<file path="config.mk">
export PLATFORM = sky130hd
export DESIGN_NAME = ansi_key_escape_decoder
export DESIGN_NICKNAME = d
export VERILOG_FILES = /design/src/rtl/core/akd_pkg.sv /design/src/rtl/core/ansi_key_escape_decoder.sv /design/src/rtl/core/akd_apb.sv /design/src/rtl/core/akd_decode.sv /design/src/rtl/core/akd_obuf.sv
export SDC_FILE = /design/constraint.sdc
export NUM_CORES = 1
export LEC_CHECK = 0
export ABC_AREA = 1
export BUFFER_PORTS_ARGS = -buffer_cell sky130_fd_sc_hd__buf_2
export CAP_MARGIN = 20
export CORE_MARGIN = 2
export CORE_UTILIZATION = 30
export DETAILED_ROUTE_END_ITERATION = 10
export PLACE_DENSITY = 0.59
export SETUP_SLACK_MARGIN = 0.05
export SLEW_MARGIN = 5
export SYNTH_ARGS = -nofsm -noshare
export SYNTH_HDL_FRONTEND = slang
export SYNTH_SLANG_ARGS = --single-unit
</file>
<file path="constraint.sdc">
create_clock -name clk -period 6.4 [get_ports clk]
set_input_delay 0.64 -clock clk [delete_from_list [all_inputs] [get_ports clk]]
set_output_delay 0.64 -clock clk [all_outputs]
set_load 0.01 [all_outputs]
</file>
<file path="src/rtl/core/akd_pkg.sv">
`timescale 1ns / 1ps

package akd_pkg;

	typedef struct packed {
		logic       op;
		logic [7:0] byte_value;
	} in_item_t;

	typedef struct packed {
		logic [4:0] key_code;
		logic [7:0] char_value;
	} out_item_t;

	typedef enum logic [7:0] {
		PH_IDLE  = 8'b0000_0001,
		PH_ESC   = 8'b0000_0010,
		PH_CSI   = 8'b0000_0100,
		PH_SS3   = 8'b0000_1000,
		PH_ONE   = 8'b0001_0000,
		PH_SEMI  = 8'b0010_0000,
		PH_MOD   = 8'b0100_0000,
		PH_DIGIT = 8'b1000_0000
	} phase_t;

	localparam logic       OP_BYTE = 1'b0;
	localparam logic       OP_TICK = 1'b1;

	localparam logic [0:0] REG_GAP_TICKS = 1'b0;
	localparam logic [15:0] GAP_TICKS_RESET = 16'd50;

	localparam logic [4:0] KC_CHAR  = 5'd0;
	localparam logic [4:0] KC_ESC   = 5'd1;
	localparam logic [4:0] KC_UP    = 5'd2;
	localparam logic [4:0] KC_DN    = 5'd3;
	localparam logic [4:0] KC_LT    = 5'd4;
	localparam logic [4:0] KC_RT    = 5'd5;
	localparam logic [4:0] KC_HM    = 5'd6;
	localparam logic [4:0] KC_END   = 5'd7;
	localparam logic [4:0] KC_PAGEU = 5'd8;
	localparam logic [4:0] KC_PAGED = 5'd9;
	localparam logic [4:0] KC_INS   = 5'd10;
	localparam logic [4:0] KC_DEL   = 5'd11;
	localparam logic [4:0] KC_CHOME = 5'd12;
	localparam logic [4:0] KC_CEND  = 5'd13;
	localparam logic [4:0] KC_F1    = 5'd14;

	localparam logic [7:0] CH_ESC  = 8'h1B;
	localparam logic [7:0] CH_CSI  = 8'h5B;
	localparam logic [7:0] CH_SS3  = 8'h4F;
	localparam logic [7:0] CH_SEMI = 8'h3B;
	localparam logic [7:0] CH_1    = 8'h31;
	localparam logic [7:0] CH_2    = 8'h32;
	localparam logic [7:0] CH_8    = 8'h38;
	localparam logic [7:0] CH_A    = 8'h41;
	localparam logic [7:0] CH_B    = 8'h42;
	localparam logic [7:0] CH_C    = 8'h43;
	localparam logic [7:0] CH_D    = 8'h44;
	localparam logic [7:0] CH_F    = 8'h46;
	localparam logic [7:0] CH_H    = 8'h48;
	localparam logic [7:0] CH_P    = 8'h50;
	localparam logic [7:0] CH_Q    = 8'h51;
	localparam logic [7:0] CH_R    = 8'h52;
	localparam logic [7:0] CH_S    = 8'h53;

	function automatic logic [4:0] digit_key(input logic [2:0] idx);
		logic [4:0] k;
		case (idx)
			3'd0:    k = KC_INS;
			3'd1:    k = KC_DEL;
			3'd2:    k = KC_END;
			3'd3:    k = KC_PAGEU;
			3'd4:    k = KC_PAGED;
			3'd5:    k = KC_HM;
			3'd6:    k = KC_END;
			default: k = KC_INS;
		endcase
		return k;
	endfunction

endpackage

</file>
<file path="src/rtl/core/ansi_key_escape_decoder.sv">
`timescale 1ns / 1ps

// Channel   Direction  Handshake              Payload
// in        input      in_valid / in_stall    in_data (op, byte_value)
// out       output     out_valid / out_stall  out_data (key_code, char_value)
// config    input      APB write/read         gap_ticks at byte address 0
//
// One transfer is accepted per cycle; the parser state updates in that cycle and
// a key event is registered into the output register, or into the skid entry while that register is stalled.
// A two-entry output buffer (output register plus skid entry) sets the rate: input
// stalls only while both entries are occupied. Reset clears the parser to idle,
// empties the output buffer, and sets gap_ticks to 50.

module ansi_key_escape_decoder
	import akd_pkg::*;
(
	input  logic        clk,
	input  logic        arst_n,
	input  logic        in_valid,
	output logic        in_stall,
	input  in_item_t    in_data,
	output logic        out_valid,
	input  logic        out_stall,
	output out_item_t   out_data,
	input  logic        psel,
	input  logic        penable,
	input  logic        pwrite,
	input  logic [2:0]  paddr,
	input  logic [31:0] pwdata,
	output logic [31:0] prdata,
	output logic        pready
);

	logic        accept;
	logic        buf_full;
	logic        res_valid;
	out_item_t   res;
	logic [15:0] gap_ticks;

	assign in_stall = buf_full;
	assign accept   = in_valid & ~buf_full;

	akd_apb u_apb (
		.clk       (clk),
		.arst_n    (arst_n),
		.psel      (psel),
		.penable   (penable),
		.pwrite    (pwrite),
		.paddr     (paddr),
		.pwdata    (pwdata),
		.prdata    (prdata),
		.pready    (pready),
		.gap_ticks (gap_ticks)
	);

	akd_decode u_decode (
		.clk       (clk),
		.arst_n    (arst_n),
		.accept    (accept),
		.item      (in_data),
		.gap_ticks (gap_ticks),
		.res_valid (res_valid),
		.res       (res)
	);

	akd_obuf u_obuf (
		.clk       (clk),
		.arst_n    (arst_n),
		.push      (res_valid),
		.push_data (res),
		.out_stall (out_stall),
		.out_valid (out_valid),
		.out_data  (out_data),
		.full      (buf_full)
	);

endmodule

</file>
<file path="src/rtl/core/akd_apb.sv">
`timescale 1ns / 1ps

module akd_apb
	import akd_pkg::*;
(
	input  logic        clk,
	input  logic        arst_n,
	input  logic        psel,
	input  logic        penable,
	input  logic        pwrite,
	input  logic [2:0]  paddr,
	input  logic [31:0] pwdata,
	output logic [31:0] prdata,
	output logic        pready,
	output logic [15:0] gap_ticks
);

	logic [15:0] gap_ticks_q;
	logic        wr_en;

	assign pready = 1'b1;
	assign wr_en  = psel & penable & pwrite & (paddr[2] == REG_GAP_TICKS);

	always_ff @(posedge clk or negedge arst_n) begin
		if (!arst_n) begin
			gap_ticks_q <= GAP_TICKS_RESET;
		end else if (wr_en) begin
			gap_ticks_q <= pwdata[15:0];
		end
	end

	always_comb begin
		prdata = '0;
		if (paddr[2] == REG_GAP_TICKS) begin
			prdata = {16'd0, gap_ticks_q};
		end
	end

	assign gap_ticks = gap_ticks_q;

endmodule

</file>
<file path="src/rtl/core/akd_decode.sv">
`timescale 1ns / 1ps

module akd_decode
	import akd_pkg::*;
(
	input  logic        clk,
	input  logic        arst_n,
	input  logic        accept,
	input  in_item_t    item,
	input  logic [15:0] gap_ticks,
	output logic        res_valid,
	output out_item_t   res
);

	phase_t      phase_q, phase_d;
	logic [4:0]  pend_q, pend_d;
	logic [15:0] cnt_q, cnt_d, cnt_inc;
	logic        do_emit, do_wait;
	logic [4:0]  emit_key, wait_key;
	logic [7:0]  emit_char;
	phase_t      wait_ph;
	logic [7:0]  b;

	assign b       = item.byte_value;
	assign cnt_inc = (cnt_q == 16'hFFFF) ? cnt_q : cnt_q + 16'd1;

	always_comb begin
		do_emit   = 1'b0;
		do_wait   = 1'b0;
		emit_key  = KC_ESC;
		emit_char = 8'd0;
		wait_key  = KC_ESC;
		wait_ph   = PH_IDLE;
		phase_d   = phase_q;
		pend_d    = pend_q;
		cnt_d     = cnt_q;

		if (accept) begin
			if (item.op == OP_TICK) begin
				if (phase_q != PH_IDLE) begin
					cnt_d = cnt_inc;
					if (cnt_inc >= gap_ticks) begin
						do_emit  = 1'b1;
						emit_key = pend_q;
					end
				end
			end else begin
				unique case (phase_q)
					PH_IDLE: begin
						if (b == CH_ESC) begin
							do_wait = 1'b1;
							wait_ph = PH_ESC;
						end else begin
							do_emit   = 1'b1;
							emit_key  = KC_CHAR;
							emit_char = b;
						end
					end
					PH_ESC: begin
						if (b == CH_CSI) begin
							do_wait = 1'b1;
							wait_ph = PH_CSI;
						end else if (b == CH_SS3) begin
							do_wait = 1'b1;
							wait_ph = PH_SS3;
						end else begin
							do_emit = 1'b1;
						end
					end
					PH_CSI: begin
						unique case (b) inside
							CH_A: begin
								do_emit  = 1'b1;
								emit_key = KC_UP;
							end
							CH_B: begin
								do_emit  = 1'b1;
								emit_key = KC_DN;
							end
							CH_C: begin
								do_emit  = 1'b1;
								emit_key = KC_RT;
							end
							CH_D: begin
								do_emit  = 1'b1;
								emit_key = KC_LT;
							end
							CH_H: begin
								do_emit  = 1'b1;
								emit_key = KC_HM;
							end
							CH_F: begin
								do_emit  = 1'b1;
								emit_key = KC_END;
							end
							CH_1: begin
								do_wait  = 1'b1;
								wait_ph  = PH_ONE;
								wait_key = KC_HM;
							end
							[CH_2:CH_8]: begin
								do_wait  = 1'b1;
								wait_ph  = PH_DIGIT;
								wait_key = digit_key(3'(b - CH_2));
							end
							default: begin
								do_emit = 1'b1;
							end
						endcase
					end
					PH_SS3: begin
						unique case (b) inside
							CH_H: begin
								do_emit  = 1'b1;
								emit_key = KC_HM;
							end
							CH_F: begin
								do_emit  = 1'b1;
								emit_key = KC_END;
							end
							CH_P, CH_Q, CH_R, CH_S: begin
								do_emit  = 1'b1;
								emit_key = KC_F1 + {3'd0, b[1:0]};
							end
							default: begin
								do_emit = 1'b1;
							end
						endcase
					end
					PH_ONE: begin
						if (b == CH_SEMI) begin
							do_wait  = 1'b1;
							wait_ph  = PH_SEMI;
							wait_key = KC_HM;
						end else begin
							do_emit  = 1'b1;
							emit_key = KC_HM;
						end
					end
					PH_SEMI: begin
						do_wait = 1'b1;
						wait_ph = PH_MOD;
					end
					PH_MOD: begin
						do_emit = 1'b1;
						if (b == CH_H) begin
							emit_key = KC_CHOME;
						end else if (b == CH_F) begin
							emit_key = KC_CEND;
						end
					end
					default: begin
						do_emit  = 1'b1;
						emit_key = pend_q;
					end
				endcase
			end

			if (do_emit) begin
				phase_d = PH_IDLE;
				pend_d  = KC_CHAR;
				cnt_d   = 16'd0;
			end else if (do_wait) begin
				phase_d = wait_ph;
				pend_d  = wait_key;
				cnt_d   = 16'd0;
			end
		end
	end

	always_ff @(posedge clk or negedge arst_n) begin
		if (!arst_n) begin
			phase_q <= PH_IDLE;
			pend_q  <= KC_CHAR;
			cnt_q   <= 16'd0;
		end else begin
			phase_q <= phase_d;
			pend_q  <= pend_d;
			cnt_q   <= cnt_d;
		end
	end

	assign res_valid      = do_emit;
	assign res.key_code   = emit_key;
	assign res.char_value = emit_char;

endmodule

</file>
<file path="src/rtl/core/akd_obuf.sv">
`timescale 1ns / 1ps

module akd_obuf
	import akd_pkg::*;
(
	input  logic      clk,
	input  logic      arst_n,
	input  logic      push,
	input  out_item_t push_data,
	input  logic      out_stall,
	output logic      out_valid,
	output out_item_t out_data,
	output logic      full
);

	logic      out_valid_q, skid_valid_q;
	out_item_t out_data_q, skid_data_q;
	logic      pop;

	assign pop = out_valid_q & ~out_stall;

	always_ff @(posedge clk or negedge arst_n) begin
		if (!arst_n) begin
			out_valid_q  <= 1'b0;
			skid_valid_q <= 1'b0;
		end else if (skid_valid_q) begin
			if (pop) begin
				skid_valid_q <= 1'b0;
			end
		end else if (push) begin
			if (!out_valid_q || pop) begin
				out_valid_q <= 1'b1;
			end else begin
				skid_valid_q <= 1'b1;
			end
		end else if (pop) begin
			out_valid_q <= 1'b0;
		end
	end

	always_ff @(posedge clk) begin
		if (skid_valid_q) begin
			if (pop) begin
				out_data_q <= skid_data_q;
			end
		end else if (push) begin
			if (!out_valid_q || pop) begin
				out_data_q <= push_data;
			end else begin
				skid_data_q <= push_data;
			end
		end
	end

	assign out_valid = out_valid_q;
	assign out_data  = out_data_q;
	assign full      = skid_valid_q;

endmodule

</file>
==> results.sh, run 1 <==
export IMPL_slowest_delay_ns=0.46
export IMPL_post_route_min_period_ns=3.73
export IMPL_synth_cell_types=42
export IMPL_hold_viol=0
export IMPL_rsz0062_at_grt="no"
export IMPL_path_class="flip-flop to flip-flop"
export IMPL_slew_headroom_pct=59.2
export IMPL_die_h_um=133
export IMPL_critical_path_buf_inv_count=2
export IMPL_reg2reg_depth=16
export IMPL_first_global_vias=4034
export IMPL_yosys_warnings=0
export IMPL_crit_path_end_kind="flip-flop"
export IMPL_cts_sinks=72
export IMPL_cts_tree="done"
export IMPL_detail_route_wl_per_cell_um=12.0
export IMPL_power_density_nw_per_um2=251
export IMPL_gp_congestion=0.879
export IMPL_clk_latency_ns=0.34
export IMPL_crit_end="u_obuf.skid_data_q[1]"
export IMPL_worstReg2RegStart="u_decode.cnt_q[9]"
export IMPL_outcome="completed"
export IMPL_worst_pin_slew_ns=0.613
export IMPL_worstSetupStartpoint="u_decode.cnt_q[9]"
export IMPL_final_setup_tns_ns=0
export IMPL_vias=4167
export IMPL_cts_clk_slew_worst_paths_ns=0.06
export IMPL_post_route_period_util_pct=58.3
export IMPL_vias_per_cell=4.41
export IMPL_drc=0
export IMPL_initial_core_util_pct=30.4
export IMPL_ys_flop_type="dfrtp_1"
export IMPL_p_leak_nw=2.85
export IMPL_io_pins=99
export IMPL_drt_initial_drc_count=257
export IMPL_fp_row_count=47
export IMPL_critPathLaunchType="flip-flop"
export IMPL_cp_arrival_ns=3.77
export IMPL_ctsLongestPathBuffers=2
export IMPL_synthesis_area_um2=4990
export IMPL_slowest_stage="dfrtp_1"
export IMPL_syn2layout_area_growth_pct=15.5
export IMPL_synth_avg_cell_area_um2=7.58
export IMPL_skew_ns=0.00731
export IMPL_final_layout_size_suffix_gt1_share_pct=21.4
export IMPL_cts_root_buffer="clkbuf_16"
export IMPL_h_tree_depth=3
export IMPL_portBuffers=63
export IMPL_cpLargestDelayFamily="simple AND/OR/NAND/NOR gates"
export IMPL_peakVddDrop_mv=0.124
export IMPL_cts_hold_buf=0
export IMPL_ys_ff_latch=72
export IMPL_p_total_mw=1.44
export IMPL_cts_buffers=9
export IMPL_cts_resized=0
export IMPL_maxCapViolCount=0
export IMPL_nets=792
export IMPL_drt_antenna_violating_nets=0
export IMPL_grtUsageTotal_pct=13.4
export IMPL_setup_viol_count_final=0
export IMPL_cts_setup_buffers=0
export IMPL_fmaxAchievable_ghz=0.268
export IMPL_slew_viol_final=0
export IMPL_firstDrtPassIters=5
export IMPL_die_area_um2=17700
export IMPL_required_ns=6.44
export IMPL_yosysSeqAreaShare_pct=38.8
export IMPL_hold_path_class="input pin to asynchronous set/reset pin"
export IMPL_path_cells="inv_1 > nor3_1 > nand3_1 > nor2_1 > xor2_1 > nand2_2 > ha_1 > nand2_1 > nor3_2 > nand3_1 > nand3_1 > nand2_4 > nand2_1 > nand2_1 > nor2_1 > buf_4"
export IMPL_overflow=0
export IMPL_timing_reg2reg_setup_slack_ns=2.67
export IMPL_grt_antenna_before_repair=1
export IMPL_cp_num_cells=16
export IMPL_grt_pass1_wl_mm=19.2
export IMPL_layout_cells_non_filler=944
export IMPL_dpl_hpwl_mm=8.44
export IMPL_syn_inst=658
export IMPL_fp_dieW_um=133
export IMPL_core_area_um2=16400
export IMPL_worstReg2RegEnd="u_obuf.skid_data_q[1]"
export IMPL_synth_edff_count=26
export IMPL_grt_max_degree=47
export IMPL_place_inst=926
export IMPL_path_max_fanout=20
export IMPL_synthArstFlopShare_pct=63.9
export IMPL_drt_total_wl_mm=11.3
## kinds of logic (layout without fill, tap and decap cells)
kind of cell	count (synthesis)	after routing	share of synthesized area (%)
AND/OR/NAND/NOR	353	353	32.4
buffers and inverters	117	167	11.0
AO/OA/AOI/OAI	81	81	10.0
flip-flops	72	72	38.8
adder cells (fa/ha/maj)	23	23	5.77
XOR/XNOR	10	10	1.76
other	2	18	0.151
## layout by cell type, fill, tap and decap left out, drive strengths merged
cell type / Yosys / routed
inv: 83 / 83
ha: 23 / 23
bufinv: 0 / 1
buf: 27 / 68
a21oi: 33 / 33
o2111ai: 1 / 1
a31oi: 1 / 1
a21o: 3 / 3
nor3: 11 / 11
nand4: 13 / 13
o21ai: 40 / 40
o31ai: 1 / 1
dfrtp: 42 / 42
a211oi: 1 / 1
xnor2: 1 / 1
clkinv: 0 / 2
conb: 2 / 17
dfstp: 4 / 4
clkinvlp: 0 / 1
or2: 3 / 3
diode: 0 / 1
nand3: 52 / 52
xor2: 9 / 9
nand3b: 2 / 2
edfxtp: 26 / 26
nand2: 168 / 168
nor2: 104 / 104
o21a: 1 / 1
clkbuf: 7 / 12
## state kept, by name (all words and copies together), names as in the netlist
name,flops
u_decode.pend_q,4
u_obuf.full,1
u_obuf.out_data,13
u_decode.phase_q,8
u_apb.gap_ticks,16
u_decode.cnt_q,16
u_obuf.skid_data_q,13
u_obuf.out_valid,1
## cell type report
class	instances	area, µm²
inverter	83	314
tap	220	275
timing repair buffer	68	353
clock inverter	4	51.3
multi-input combinational	484	2560
fill	1723	10700
antenna	1	2.50
clock buffer	12	268
sequential	72	1940
## stage by stage
step                cell area [µm²]  hold slack [ns]  setup WS (ns)  util, %
floorplan                      5040            0.344           2.98        -
global placement               5430            0.466           2.31     33.1
detailed placement             5430            0.470           2.26     33.1
CTS                            5750            0.426           2.22     35.0
global route                   5750            0.475           2.36     35.1
finish                         5760            0.398           2.67     35.1
## cells in the mapped netlist, types with 2 or more instances
library cell  number  share of area, %
nand2_1          156                12
inv_2             14               1.1
conb_1             2              0.15
o21ai_1           11               1.1
xor2_1             9               1.6
nor2_4             3              0.68
edfxtp_1          26                16
o21ai_0           16               1.6
buf_2              5              0.50
nand3b_1           2              0.30
a21oi_1           32               3.2
nor3_2             5               1.0
a21o_1             3              0.45
o21ai_2           12               2.1
nand2_4            2              0.45
ha_1              23               5.8
nand3_2           12               2.4
nand3_1           40               4.0
nor3_1             6              0.60
inv_1             68               5.1
dfstp_2            4               2.1
or2_1              2              0.25
buf_4             19               2.9
nor2_2             4              0.50
nand2_2           10               1.3
clkbuf_1           7              0.53
nand4_1           12               1.5
dfrtp_1           42                21
buf_8              2              0.60
nor2_1            97               7.3
## power breakdown
group          total, mW  internal, mW  switching, mW
logic              0.318         0.112          0.207
clock network      0.533         0.336          0.197
registers          0.592         0.554         0.0380
total               1.44          1.00          0.442
## per-layer routing
metal / vias to the layer above / global-route usage, % / routed length [µm]
met4: 0 / 5.56 / 235
met5: - / 0 / 0
met3: 17 / 2.49 / 305
li1: 2206 / - / -
met1: 1879 / 17.8 / 5420
met2: 65 / 21.5 / 5340
## how the worst min path moves through the flow
| stage | from | endpoint | slack [ns] | depth (start not counted) |
|---|---|---|---|---|
| after floorplan | arst_n | u_apb.gap_ticks[0] | 0.34 | 0 |
| final | arst_n | u_decode.cnt_q[4] | 0.40 | 2 |
| after detailed placement | u_decode.pend_q[0] | u_decode.pend_q[0] | 0.47 | 2 |
| after global routing | arst_n | u_apb.gap_ticks[6] | 0.47 | 2 |
| after CTS | arst_n | u_apb.gap_ticks[6] | 0.43 | 2 |
| after global placement | u_decode.pend_q[0] | u_decode.pend_q[0] | 0.47 | 2 |
## worst reg2reg max path, cell delays in order (launching register included)
cell	delay, ns
dfrtp_1	0.46
inv_1	0.11
nor3_1	0.26
nand3_1	0.16
nor2_1	0.14
xor2_1	0.18
nand2_2	0.11
ha_1	0.29
nand2_1	0.09
nor3_2	0.25
nand3_1	0.10
nand3_1	0.20
nand2_4	0.25
nand2_1	0.19
nand2_1	0.12
nor2_1	0.28
buf_4	0.27
Note: power is estimated with default switching activity, not from simulation.
==> run 2, diff against run 1 <==
Settings changed: PLACE_DENSITY 0.59 to 0.6.
Clock period 6.4 ns to 3 ns, I/O delays scaled along.
==> run 2 against run 1 <==
The run now ends with negative setup slack left. Hold slack got worse by 0.35 ns. Flip-flop and latch count did not move. Clock skew grew 0.00054 ns. Combinational power grew to 2.7 times the previous value. Via count is 5.8% higher. Utilization rose by 3.5 points. Fmax grew 24%. Routed wire length increased by 6.5%. Design area increased by 9.9%. Power up 120%. Die area stayed put.
==> results.sh, run 2 (synthesized netlist as in run 1, its figures left out) <==
export IMPL_slew_viol_final=0
export IMPL_highest_layer="met4"
export IMPL_required_ns=3.05
export IMPL_p_total_mw=3.17
export IMPL_detail_route_wl_per_cell_um=12.3
export IMPL_hold_path_class="input pin to asynchronous set/reset pin"
export IMPL_post_route_period_util_pct=100
export IMPL_fp_dieW_um=133
export IMPL_firstDrtPassIters=5
export IMPL_cts_root_buffer="clkbuf_16"
export IMPL_insertedDiodeCount=0
export IMPL_path_class="flip-flop to flip-flop"
export IMPL_drt_antenna_violating_nets=0
export IMPL_final_util_pct=38.6
export IMPL_peakVddDrop_mv=0.260
export IMPL_cts_tree="done"
export IMPL_met1_length_mm=5.79
export IMPL_drt_total_wl_mm=12.0
export IMPL_violations="negative setup slack"
export IMPL_grtUsageTotal_pct=13.6
export IMPL_die_area_um2=17700
export IMPL_met2_length_mm=5.81
export IMPL_wl_met3_um=286
export IMPL_cts_sinks=72
export IMPL_power_density_nw_per_um2=501
export IMPL_drt_initial_drc_count=268
export IMPL_fillCellCount=1713
export IMPL_ctsLongestPathBuffers=2
export IMPL_final_common_cell="nand2_1"
export IMPL_dpl_hpwl_mm=8.76
export IMPL_initial_core_util_pct=30.4
export IMPL_p_leak_nw=3.13
export IMPL_grt_pass1_wl_mm=19.7
export IMPL_nets=829
export IMPL_portBuffers=63
export IMPL_cts_clk_slew_worst_paths_ns=0.06
export IMPL_die_h_um=133
export IMPL_hold_viol=0
export IMPL_cp_arrival_ns=3.05
export IMPL_drc=0
export IMPL_fmaxAchievable_ghz=0.333
export IMPL_grt_antenna_before_repair=0
export IMPL_syn2layout_area_growth_pct=26.9
export IMPL_h_tree_depth=3
export IMPL_hold_ws_ns=0.0480
export IMPL_maxCapViolCount=0
export IMPL_worst_pin_slew_ns=0.771
export IMPL_critPathLaunchType="flip-flop"
export IMPL_setup_viol_count_final=4
export IMPL_slew_headroom_pct=48.6
export IMPL_gp_congestion=0.870
export IMPL_slowest_stage="dfrtp_1"
export IMPL_slowest_delay_ns=0.40
export IMPL_core_area_um2=16400
export IMPL_crit_path_end_kind="flip-flop"
export IMPL_overflow=0
export IMPL_most_common_layout_cells="nand2_1 (143), nor2_1 (91), inv_1 (66), buf_2 (63), nand3_1 (37)"
export IMPL_skew_ns=0.00785
export IMPL_rsz0062_at_grt="yes"
export IMPL_fp_row_count=47
export IMPL_outcome="finished with violations"
export IMPL_final_setup_tns_ns=-0.0113
export IMPL_path_max_fanout=6
export IMPL_worstReg2RegEnd="u_obuf.skid_data_q[8]"
export IMPL_first_global_vias=4100
export IMPL_worstReg2RegStart="u_decode.cnt_q[5]"
export IMPL_timing_reg2reg_setup_slack_ns=-0.003
export IMPL_post_route_min_period_ns=3.00
export IMPL_path_cells="nand2_2 > nor3_4 > nand2_2 > nor2_2 > xor2_1 > nand2_2 > ha_4 > nand4_1 > nor3_4 > nand3_1 > nand3_2 > nand2_4 > nand2_4 > nand2_4 > nor2_4 > clkbuf_16"
export IMPL_dp_slack_ns=-0.00967
export IMPL_cts_buffers=9
export IMPL_io_pins=99
export IMPL_final_layout_size_suffix_gt1_share_pct=30.7
export IMPL_grt_max_degree=33
export IMPL_vias=4409
export IMPL_reg2reg_depth=16
export IMPL_setup_slack_ns=-0.00333
export IMPL_clk_latency_ns=0.33
export IMPL_vias_per_cell=4.50
-- run 2: worst max-delay path by stage --
stage                            from                    end  depth (start not counted)
floorplan           u_decode.cnt_q[0]     u_obuf.out_data[0]                         17
global placement    u_decode.cnt_q[5]     u_obuf.out_data[3]                         16
detailed placement  u_decode.cnt_q[1]     u_obuf.out_data[3]                         16
CTS                 u_decode.cnt_q[2]     u_obuf.out_data[5]                         17
global route        u_decode.cnt_q[3]  u_obuf.skid_data_q[6]                         16
finish              u_decode.cnt_q[5]  u_obuf.skid_data_q[8]                         16
-- run 2: per-layer routing --
layer	GRT usage, %	vias to the layer above
met5	0	-
met4	3.70	0
met3	2.11	11
met2	22.2	54
met1	18.9	2066
li1	-	2278
-- run 2: area by class of cell --
| type | count | area, µm² | area share [%] |
|---|---|---|---|
| clock buffer | 13 | 240 | 3.80 |
| clock inverter | 3 | 42.5 | 0.672 |
| inverter | 83 | 314 | 4.96 |
| multi-input combinational | 485 | 2820 | 44.6 |
| sequential | 72 | 1940 | 30.7 |
| tap | 220 | 275 | 4.35 |
| timing repair buffer | 104 | 686 | 10.8 |
-- run 2: metrics by stage --
step,std cells,cell area [µm²]
finish,980,6330
global route,980,6330
CTS,968,6030
detailed placement,945,5680
global placement,944,5660
floorplan,673,5110
-- run 2: what timing repair did --
action	in CTS	in global routing
gates cloned	1	1
setup buffers	6	11
pin swaps	0	15
resized for setup	4	46
setup endpoints to repair	32	64
hold buffers	0	0
-- run 2: worst max-delay path, delay by kind of cell, from the launching register on --
family / cells / cell delay [ns]
XOR/XNOR: 1 / 0.17
adder cells (fa/ha/maj): 1 / 0.28
buffers and inverters: 1 / 0.18
flip-flops: 1 / 0.40
AND/OR/NAND/NOR: 13 / 1.67
-- run 2: power breakdown --
part	internal [mW]	switching, mW	total, mW
logic	0.342	0.507	0.849
registers	1.19	0.0926	1.28
clock network	0.644	0.395	1.04
total	2.17	0.995	3.17
